==> config.mk <==
export PLATFORM = sky130hd
export DESIGN_NAME = tlca_ram
export DESIGN_NICKNAME = d
export VERILOG_FILES = /design/src/sv/tlca_ram.sv
export SDC_FILE = /design/constraint.sdc
export NUM_CORES = 1
export LEC_CHECK = 0
export BUFFER_PORTS_ARGS = -buffer_cell sky130_fd_sc_hd__buf_2
export CAP_MARGIN = 20
export CELL_PAD_IN_SITES_DETAIL_PLACEMENT = 1
export CELL_PAD_IN_SITES_GLOBAL_PLACEMENT = 2
export CORE_UTILIZATION = 48
export DETAILED_ROUTE_END_ITERATION = 8
export PLACE_DENSITY = 0.78
export SETUP_SLACK_MARGIN = 0.4
export SLEW_MARGIN = 20
export SYNTH_ARGS = -nofsm -noshare
export SYNTH_HDL_FRONTEND = slang
export SYNTH_SLANG_ARGS = --single-unit
==> constraint.sdc <==
create_clock -name clk -period 2.5 [get_ports clk]
set_input_delay 0.5 -clock clk [delete_from_list [all_inputs] [get_ports clk]]
set_output_delay 0.5 -clock clk [all_outputs]
set_load 0.02 [all_outputs]
==> src/sv/tlca_ram.sv <==
// generic simple dual port ram, one write and one registered read per cycle
// no dependencies
`timescale 1ns / 1ps

module tlca_ram #(
	parameter int WIDTH = 8,
	parameter int DEPTH = 16
) (
	input  logic                     clk,
	input  logic                     we,
	input  logic [$clog2(DEPTH)-1:0] waddr,
	input  logic [WIDTH-1:0]         wdata,
	input  logic [$clog2(DEPTH)-1:0] raddr,
	output logic [WIDTH-1:0]         rdata
);

	logic [WIDTH-1:0] mem [DEPTH];

	always_ff @(posedge clk) begin
		if (we) begin
			mem[waddr] <= wdata;
		end
		rdata <= mem[raddr];
	end

endmodule

Word level (Yosys, flattened, before mapping)
Memory sizes are Yosys's and may differ from the RTL's. A register that Yosys moved wholly into a read port is not among the register bits.
Index checks and enable logic that the tools add are counted.
{"block": "word_totals", "ramBits": 128, "register_bits": 0, "mem_count": 1}
{"name": "mem", "words": 16, "width": 8, "rd": 1, "rd_clocked_by_memory_dff": 1, "wr": 1, "line": "17", "text": "logic [WIDTH-1:0] mem [DEPTH];"}
{"block": "classes", "mux": 2}
{"op": "1-bit 2-to-1 mux", "n": 2}

Longest topological paths before layout
Gate-level depths: netlist of the first run.
{"block": "depth", "ltp_word": 2, "mapped_depth": 5, "ltp_nobuf": 3}

Worst setup path after synthesis of the first run
No wires, ideal clock.
{"block": "synth_path", "path_type": "input to register", "startpoint": "in waddr[2]", "endpoint": "mem mem[0][0], enable pin", "arrival_ns": 1.610, "slack_ns": 0.507, "cell_stages": 2, "n_path_buf": 0, "setup_ns": 0.383, "cell_sequence": "or3b_2 > nor3_1"}
{"element": "from (decl)", "line": "11", "text": "input logic [$clog2(DEPTH)-1:0] waddr,"}
{"element": "to (decl)", "line": "17"}
Straight into the memory's write port.

Worst setup path after layout of the first run
{"block": "layout_path", "startpoint": "reg rdata[5] (read register of mem)", "endpoint": "out rdata[5]"}
{"element": "from (decl)", "line": "14", "text": "output logic [WIDTH-1:0] rdata"}
No word-level cell between the ends.

==> flow_summary.toml, run 1 <==
[power]
share_comb_of_total_power = 0.053
power_frac_clock = 0.420
power.switching_fraction = 0.213
power_frac_seq = 0.527
switching_power_mw = 1.04
max-vdd-ir-drop_mv = 0.386
pwr_density_cell_nw_per_um2 = 812
cellLeakagePower_nw = 2.04
cell_internal_pwr_mw = 3.83

[yosys]
syn-instance-count = 229
postSynthAreaPerCell_um2 = 22.5
synth_top_area_cell = "sky130_fd_sc_hd__edfxtp_1"
synth-warning-count = 0
synth_most_common_cell = "sky130_fd_sc_hd__edfxtp_1"
yosys-top-cells-area = "sky130_fd_sc_hd__edfxtp_1 75%, sky130_fd_sc_hd__mux4_2 7.9%, sky130_fd_sc_hd__mux4_1 7.1%"
post_synth_top_flop = "sky130_fd_sc_hd__edfxtp_1"
synth.net_count = 247
asyncSetResetFlopFracSynth = 0
synth.distinct_cells = 19
synth_top_area_share = 0.747
synth_edf_count = 128
ys_seq_elements = 136
ys_top_cells_by_count = "128 x sky130_fd_sc_hd__edfxtp_1, 18 x sky130_fd_sc_hd__mux4_2, 16 x sky130_fd_sc_hd__a22oi_1"
synth.cell_area_um2 = 5150
synth_sequential_area_ratio = 0.778

[timing]
grt_setup_unrepaired = "no"
worst_slew_pin_slew_ps = 841
period_needed_ps = 1570
max_slew_margin = 0.438
finalSetupViolCount = 0
finalSetupTns_ps = 0
final_max_slew_violation_count = 0
final_period_utilization = 0.630
postLayoutSetupSlackWorst_ps = 926
hold_violations = 0
clk_skew_ps = 6.50
timing.fmax_ghz = 0.635

[clock_network]
cts.htree.levels = 4
clk_pin_slew_ps = 60
root_buffer = "sky130_fd_sc_hd__clkbuf_8"
cts_post_setup_buffers_inserted = 0
cts_num_sinks = 136
cts_tree = "built"
ctsLongestPathBuffers = 2
worstSkewPairLatency_ps = 520
tritoncts.num_buffers = 17
cts_hold_buf = 0
cts-resized-gates = 0

[critical_path]
r2r_start = "mem[1][5]$_DFFE_PP_"
critical_path_class = "reg2out"
critPathCaptureType = "primary output"
r2r_setup_slack_ps = 1030
worstRegToRegCells = 3
worst_ep_arrival_time_ps = 1070
rr_endpoint = "rdata[5]$_DFF_P_"
crit_family = "flip-flops"
cp_data_required_time_ps = 2000
critical_path.max_stage_delay_ps = 370
crit_fanout = 1
buffers_inverters_on_critical_path = 1
startpoint_type = "flip-flop"
critical-path-slowest-cell = "sky130_fd_sc_hd__dfxtp_1"
critical_path.cell_chain = "buf_2"

[route]
drt-total-wl_mm = 10.9
dr.first_iter.drc_count = 166
detail_route.wl_per_cell_um = 25.4
dr.pass1.iters = 4
postRouteAntennaNets = 0
drt-vias-per-instance = 5.80
post-route-drc-count = 0
route.vias.total = 2492

[grt]
grtUsageMet2 = 0.332
first_global_vias = 2600
global_route.peak_usage_layer = "met2"
track_usage = 0.222
met3_usage_in_global_routing = 0.0557
antenna_violations_before_repair = 0
grt-ovfl-total = 0
global_route.usage.met1 = 0.312
grt_pass1_wl_mm = 16.6
grt_start_max_net_pins = 33

[place]
place_area_um2 = 5510
placement.io_buffers = 25
place.detailed.instances = 399
preCtsSetupSlack_ps = 381
gpl.final_weighted_congestion = 0.719
detailedPlacementHpwl_mm = 6.73

[floorplanning]
design.core.area_um2 = 10400
boundaryPins = 26
initial_core_util = 0.496
fp.dieW_um = 106
die_height_um = 106
placementRows = 37
die-area_um2 = 11100

[job]
maxCapViolations = 0

[run_status]
run_status = "finished clean"

[finish]
drive_above_1_share = 0.303
final_net_count = 300
n_antenna_cell = 0
syn_to_final_growth_pct = 16.5
post-route-cell-area_um2 = 5990
instances_no_fill = 430

[min_path]
timing.hold.worst_path_depth = 1
timing.hold.worst_endpoint = "mem[8][1]$_DFFE_PP_"
hold_class = "in2reg"
hold_path_startpoint = "wdata[1]"
## routing by layer
layer  vias to the layer above  wire length [um]
li1                       1075                 -
met3                        20               691
met2                        94              5090
met1                      1303              4900
met4                         0               255
met5                         -                 0
## cell usage in the layout, fill, tap and decap left out, types with 2 or more instances in the layout
master and count:
sky130_fd_sc_hd__edfxtp_1 128, sky130_fd_sc_hd__buf_2 25, sky130_fd_sc_hd__mux4_2 18, sky130_fd_sc_hd__buf_4 18, sky130_fd_sc_hd__a22oi_1 16, sky130_fd_sc_hd__clkbuf_16 16, sky130_fd_sc_hd__mux4_1 14, sky130_fd_sc_hd__nor2_1 13
sky130_fd_sc_hd__nand2_1 9, sky130_fd_sc_hd__dfxtp_1 8, sky130_fd_sc_hd__clkinv_2 7, sky130_fd_sc_hd__nor3_1 4, sky130_fd_sc_hd__clkinv_1 4, sky130_fd_sc_hd__nand3b_1 2, sky130_fd_sc_hd__nand2b_1 2, sky130_fd_sc_hd__clkinvlp_4 2
## cells by family (layout without fill, tap and decap cells)
family,Yosys count,after routing,share of synthesized area
AOI/OAI and AO/OA,16,16,0.0233
buffers and inverters,10,75,0.0168
DFF,136,136,0.778
muxes,32,32,0.150
and+or+nand+nor,35,35,0.0318
## how the worst max path moves through the flow
stage / to / startpoint / cells past startpoint / slack (ps)
5_1_grt: rdata[5] / rdata[5]$_DFF_P_ / 1 / 900
3_3_place_gp: rdata[5]$_DFF_P_ / raddr[1] / 5 / 350
4_1_cts: rdata[5] / rdata[5]$_DFF_P_ / 1 / 900
6_report: rdata[5] / rdata[5]$_DFF_P_ / 1 / 930
3_5_place_dp: rdata[5]$_DFF_P_ / raddr[1] / 5 / 380
2_1_floorplan: mem[0][0]$_DFFE_PP_ / waddr[2] / 2 / 510
## power groups by stage
| stage | clock network [mW] | logic, mW | registers [mW] |
|---|---|---|---|
| after global placement | 0 | 0.254 | 2.61 |
| after floorplan | 0 | 0.129 | 2.63 |
| final | 2.04 | 0.257 | 2.57 |
| after global routing | 2.15 | 0.278 | 2.57 |
| after CTS | 2.09 | 0.262 | 2.57 |
| after detailed placement | 0 | 0.261 | 2.61 |
## registers in the layout, indices dropped and copies added (netlist names)
register,cells
rdata,8
mem,128
## metrics by stage
| step | utilization | hold WS (ps) | power, mW |
|---|---|---|---|
| floorplan | - | 599 | 2.76 |
| global placement | 0.531 | 650 | 2.86 |
| detailed placement | 0.531 | 658 | 2.87 |
| CTS | 0.578 | 339 | 4.92 |
| global route | 0.578 | 363 | 5.00 |
| finish | 0.578 | 369 | 4.87 |
## cell type report
cell class | instances | area [um2]
clock buffer | 18 | 418
multi-input combinational | 83 | 1060
sequential | 136 | 4000
fill | 921 | 4380
tap | 136 | 170
timing repair buffer | 44 | 280
clock inverter | 13 | 65.1
(Power assumes the default switching activity.)
==> run 2: changes to the inputs <==
--- a/config.mk
+++ b/config.mk
@@ -5,13 +5,14 @@
 export SDC_FILE = /design/constraint.sdc
 export NUM_CORES = 1
 export LEC_CHECK = 0
+export ABC_AREA = 1
 export BUFFER_PORTS_ARGS = -buffer_cell sky130_fd_sc_hd__buf_2
 export CAP_MARGIN = 20
 export CELL_PAD_IN_SITES_DETAIL_PLACEMENT = 1
 export CELL_PAD_IN_SITES_GLOBAL_PLACEMENT = 2
-export CORE_UTILIZATION = 48
+export CORE_UTILIZATION = 36
 export DETAILED_ROUTE_END_ITERATION = 8
-export PLACE_DENSITY = 0.78
+export PLACE_DENSITY = 0.74
 export SETUP_SLACK_MARGIN = 0.4
 export SLEW_MARGIN = 20
 export SYNTH_ARGS = -nofsm -noshare
==> constraint.sdc (replaced) <==
create_clock -name clk -period 1.4 [get_ports clk]
set_input_delay 0.28 -clock clk [delete_from_list [all_inputs] [get_ports clk]]
set_output_delay 0.28 -clock clk [all_outputs]
set_load 0.02 [all_outputs]
==> flow_summary.toml, run 2 <==
[run_status]
run_status = "finished clean"

[floorplanning]
die-area_um2 = 16500
fp.dieW_um = 129
initial_core_util = 0.374
design.core.area_um2 = 15400
boundaryPins = 26
placementRows = 45
die_height_um = 129

[route]
drt-total-wl_mm = 15.6
postRouteAntennaNets = 0
drt-vias-per-instance = 4.76
dr.first_iter.drc_count = 217
route.vias.total = 3888
post-route-drc-count = 0
dr.pass1.iters = 4
detail_route.wl_per_cell_um = 19.1

[yosys]
synth.cell_area_um2 = 5770
postSynthAreaPerCell_um2 = 10.5
syn-instance-count = 551
synth-warning-count = 0
ys_top_cells_by_count = "173 x sky130_fd_sc_hd__nand2_1, 128 x sky130_fd_sc_hd__edfxtp_1, 100 x sky130_fd_sc_hd__inv_1"
synth.distinct_cells = 12
yosys-top-cells-area = "sky130_fd_sc_hd__edfxtp_1 67%, sky130_fd_sc_hd__nand2_1 11%, sky130_fd_sc_hd__nand3_1 8.4%"
synth.net_count = 569
synth_sequential_area_ratio = 0.694
synth_top_area_share = 0.667
synth_edf_count = 128
asyncSetResetFlopFracSynth = 0
synth_top_area_cell = "sky130_fd_sc_hd__edfxtp_1"
ys_seq_elements = 136
synth_most_common_cell = "sky130_fd_sc_hd__nand2_1"
post_synth_top_flop = "sky130_fd_sc_hd__edfxtp_1"

[min_path]
timing.hold.worst_endpoint = "rdata[6]$_DFF_P_"
timing.hold.worst_path_depth = 3
hold_path_startpoint = "raddr[3]"
hold_class = "in2reg"

[finish]
mostFrequentLayoutCells = "163 x sky130_fd_sc_hd__nand2_1, 128 x sky130_fd_sc_hd__edfxtp_1, 94 x sky130_fd_sc_hd__inv_1"
fillers = 1687
n_antenna_cell = 0
largest_register_ff_count = 128
drive_above_1_share = 0.279
syn_to_final_growth_pct = 25.3
regArea_um2 = 4010
largest-register = "mem"
final_net_count = 610
multiInputGateArea_um2 = 1630
final_common_cell = "sky130_fd_sc_hd__nand2_1"
largest_registers_ranked_by_flip_flop_count = "mem (128), rdata (8)"
final_core_util = 0.468

[power]
finalPower_mw = 9.42
pwr_density_cell_nw_per_um2 = 1300
max-vdd-ir-drop_mv = 1.23
cellLeakagePower_nw = 3.04

[timing]
final_max_slew_violation_count = 0
grt_setup_unrepaired = "yes"
postLayoutSetupSlackWorst_ps = 242
hold-worst-slack_ps = 155
final_period_utilization = 0.827
max_slew_margin = 0.682
timing.fmax_ghz = 0.863
clk_skew_ps = 8.30
worst_slew_pin_slew_ps = 476
finalSetupViolCount = 0
hold_violations = 0
period_needed_ps = 1160

[critical_path]
crit_family = "flip-flops"
worstRegToRegCells = 6
critical_path.max_stage_delay_ps = 340
worst_ep_arrival_time_ps = 880
r2r_start = "mem[0][4]$_DFFE_PP_"
critical_path.cell_chain = "buf_6"
buffers_inverters_on_critical_path = 1
critical_path_class = "reg2out"
crit_fanout = 1
r2r_setup_slack_ps = 430
worst_setup_path_startpoint = "rdata[3]$_DFF_P_"
startpoint_type = "flip-flop"
critPathCaptureType = "primary output"
critical-path-slowest-cell = "sky130_fd_sc_hd__dfxtp_2"
cp_data_required_time_ps = 1120
rr_endpoint = "rdata[4]$_DFF_P_"

[place]
placement.io_buffers = 25
gpl.final_weighted_congestion = 0.765
preCtsSetupSlack_ps = -6.81
detailedPlacementHpwl_mm = 9.77

[clock_network]
root_buffer = "sky130_fd_sc_hd__clkbuf_16"
tritoncts.num_buffers = 17
clk_pin_slew_ps = 60
ctsLongestPathBuffers = 2
cts_hold_buf = 0
worstSkewPairLatency_ps = 430
cts_tree = "built"
cts.htree.levels = 4
cts_num_sinks = 136

[job]
maxCapViolations = 0

[grt]
grt_pass1_wl_mm = 23.8
grt_start_max_net_pins = 47
grt-ovfl-total = 0
global_route.usage.met1 = 0.263
antenna_violations_before_repair = 0
global_route.peak_usage_layer = "met2"
first_global_vias = 4034
track_usage = 0.204
grtUsageMet2 = 0.333
met3_usage_in_global_routing = 0.0541
[run 2: cell types whose count changed in the layout (fill, tap and decap cells not counted), moves of 9 or more]
cell                      change
sky130_fd_sc_hd__nand2_1    +154
sky130_fd_sc_hd__inv_1       +94
sky130_fd_sc_hd__nand3_2     +55
sky130_fd_sc_hd__nand3_1     +39
sky130_fd_sc_hd__mux4_2      -18
sky130_fd_sc_hd__a22oi_1     -16
sky130_fd_sc_hd__mux4_1      -14
sky130_fd_sc_hd__nor2_1      -13
sky130_fd_sc_hd__nand2_2      +9
sky130_fd_sc_hd__nor2_4       +9
[run 2: area by class of cell]
class | count | area share
clock buffers | 29 | 0.0706
clock inverters | 3 | 0.00225
inverters | 102 | 0.0530
repair buffers | 46 | 0.0564
flip-flops and latches | 136 | 0.555
multi-input cells | 289 | 0.226
well taps | 211 | 0.0365
[run 2: worst max-delay path by stage]
stage               cells past startpoint  slack (ps)              endpoint
global placement                        6          20      rdata[4]$_DFF_P_
finish                                  1         240              rdata[3]
CTS                                     1         220              rdata[7]
floorplan                               2         250  mem[10][0]$_DFFE_PP_
global route                            1         220              rdata[7]
detailed placement                      8          -7      rdata[4]$_DFF_P_
[run 2: kinds of logic after synthesis]
logic type             after synthesis  synth area share
flip-flops                         136             0.694
buffers and inverters              126            0.0952
AND/OR/NAND/NOR                    289             0.210
[run 2: stage by stage]
stage,std cells,area (um2),TNS [ps]
global route,816,7230,0
CTS,816,6990,0
global placement,784,6340,0
finish,816,7230,0
detailed placement,784,6340,-6.81
floorplan,551,5880,0
[run 2: where the power goes]
group / internal, mW / total, mW / switching, mW
clock: 2.44 / 4.04 / 1.60
combinational: 0.257 / 0.781 / 0.524
sequential: 4.56 / 4.60 / 0.0357
[run 2: per-layer routing]
layer	vias to the layer above	share of wire
met3	18	0.026
met1	1958	0.46
met4	0	0.019
li1	1860	-
met2	52	0.49
met5	-	0
[run 2: repair_timing]
item	CTS	global route
buffers inserted	0	0
setup endpoints to repair	12	16
endpoints found under the hold margin	0	0
pin swaps	2	26
gates resized for setup	37	55
gates cloned	0	0
==> run 3: changes to the inputs <==
--- a/config.mk
+++ b/config.mk
@@ -10,9 +10,9 @@
 export CAP_MARGIN = 20
 export CELL_PAD_IN_SITES_DETAIL_PLACEMENT = 1
 export CELL_PAD_IN_SITES_GLOBAL_PLACEMENT = 2
-export CORE_UTILIZATION = 36
+export CORE_UTILIZATION = 40
 export DETAILED_ROUTE_END_ITERATION = 8
-export PLACE_DENSITY = 0.74
+export PLACE_DENSITY = 0.78
 export SETUP_SLACK_MARGIN = 0.4
 export SLEW_MARGIN = 20
 export SYNTH_ARGS = -nofsm -noshare
==> constraint.sdc (replaced) <==
create_clock -name clk -period 1.1 [get_ports clk]
set_input_delay 0.22 -clock clk [delete_from_list [all_inputs] [get_ports clk]]
set_output_delay 0.22 -clock clk [all_outputs]
set_load 0.02 [all_outputs]
==> flow_summary.toml, run 3 (synthesized netlist as in run 2, its figures left out) <==
[finish]
final_net_count = 644
regArea_um2 = 4010
largest_registers_ranked_by_flip_flop_count = "mem (128), rdata (8)"
syn_to_final_growth_pct = 36.0
multiInputGateArea_um2 = 1740
post-route-cell-area_um2 = 7850
largest_register_ff_count = 128
mostFrequentLayoutCells = "140 x sky130_fd_sc_hd__nand2_1, 128 x sky130_fd_sc_hd__edfxtp_1, 93 x sky130_fd_sc_hd__inv_1"
final_common_cell = "sky130_fd_sc_hd__nand2_1"
n_antenna_cell = 0
largest-register = "mem"
fillers = 1450
drive_above_1_share = 0.355

[timing]
grt_setup_unrepaired = "yes"
finalSetupViolCount = 0
clk_skew_ps = 6.89
max_slew_margin = 0.674
final_max_slew_violation_count = 0
period_needed_ps = 1080
final_period_utilization = 0.981
hold_violations = 0
timing.fmax_ghz = 0.926
worst_slew_pin_slew_ps = 488
hold-worst-slack_ps = 229

[grt]
grt_start_max_net_pins = 37
track_usage = 0.235
grt-ovfl-total = 0
grt_pass1_wl_mm = 24.5
grtUsageMet2 = 0.404
met3_usage_in_global_routing = 0.0459
global_route.peak_usage_layer = "met2"
global_route.usage.met1 = 0.295
antenna_violations_before_repair = 0
first_global_vias = 4325

[job]
maxCapViolations = 0

[critical_path]
startpoint_type = "flip-flop"
critical_path.cell_chain = "buf_6"
critical-path-slowest-cell = "sky130_fd_sc_hd__dfxtp_2"
worst_ep_arrival_time_ps = 860
cp_data_required_time_ps = 880
worstSetupPathDepth = 1
worstRegToRegCells = 6
buffers_inverters_on_critical_path = 1
critPathCaptureType = "primary output"
crit_fanout = 1
critical_path_class = "reg2out"
crit_family = "flip-flops"
critical_path.max_stage_delay_ps = 330
r2r_setup_slack_ps = 110

[clock_network]
ctsLongestPathBuffers = 2
cts_num_sinks = 136
root_buffer = "sky130_fd_sc_hd__clkbuf_16"
worstSkewPairLatency_ps = 420
cts_hold_buf = 0
cts.htree.levels = 4
cts_tree = "built"
clk_pin_slew_ps = 60
tritoncts.num_buffers = 17

[min_path]
timing.hold.worst_path_depth = 1
hold_class = "in2reg"

[place]
placement.io_buffers = 25
place_area_um2 = 6670
detailedPlacementHpwl_mm = 10.3
gpl.final_weighted_congestion = 0.764

[route]
drt-total-wl_mm = 16.0
dr.first_iter.drc_count = 201
drt-vias-per-instance = 4.95
post-route-drc-count = 0
route.vias.total = 4058
detail_route.wl_per_cell_um = 19.5
dr.pass1.iters = 4
postRouteAntennaNets = 0

[run_status]
run_status = "finished clean"

[power]
max-vdd-ir-drop_mv = 1.09
pwr_density_cell_nw_per_um2 = 1630
cellLeakagePower_nw = 3.31

[floorplanning]
die_height_um = 122
initial_core_util = 0.412
boundaryPins = 26
placementRows = 43
fp.dieW_um = 122
die-area_um2 = 14900
design.core.area_um2 = 14000
-- run 3: repair_timing --
action,in CTS,in global routing
resized for setup,80,51
setup buffers,1,3
pin swaps,33,29
hold endpoints to repair,0,0
setup endpoints to repair,144,144
-- run 3: layout make-up --
cell class / instances / area share
Tap cell: 180 / 0.0287
Inverter: 102 / 0.0507
Clock inverter: 13 / 0.0195
Clock buffer: 19 / 0.0577
Timing Repair Buffer: 80 / 0.110
Multi-Input combinational cell: 289 / 0.221
Sequential cell: 136 / 0.512
-- run 3: final timing paths --
| path | start | endpoint |
|---|---|---|
| setup / recovery | rdata[1]$_DFF_P_ | rdata[1] |
| hold / removal | wdata[7] | mem[3][7]$_DFFE_PP_ |
| setup reg to reg | mem[11][0]$_DFFE_PP_ | rdata[0]$_DFF_P_ |
| hold reg to reg | mem[14][4]$_DFFE_PP_ | rdata[4]$_DFF_P_ |
-- run 3: where the power goes --
part / leakage, nW / internal, mW / switching, mW
sequential: 1.22 / 5.80 / 0.0415
clock: 0.298 / 3.66 / 2.14
combinational: 1.79 / 0.444 / 0.725
total: 3.31 / 9.91 / 2.90
-- run 3: worst register-to-register path, delay by kind of cell (launching register included) --
kind / cells / cell delay (ps)
simple gates: 6 / 490
flops: 1 / 390
-- run 3: metrics by stage --
step	setup TNS, ps	utilization	std cells	setup slack [ps]	power [mW]
floorplan	0	-	551	6.36	6.46
global placement	-20620	0.477	783	-226	6.86
detailed placement	-22860	0.477	783	-273	6.89
CTS	0	0.543	816	12.4	12.8
global route	-11.6	0.561	819	-10.8	13.2
finish	0	0.561	819	20.7	12.8
-- run 3: metal layers --
layer,vias to the layer above,part of all wire
li1,1928,-
met1,2061,0.44
met2,56,0.52
met3,13,0.024
met4,0,0.012
met5,-,0
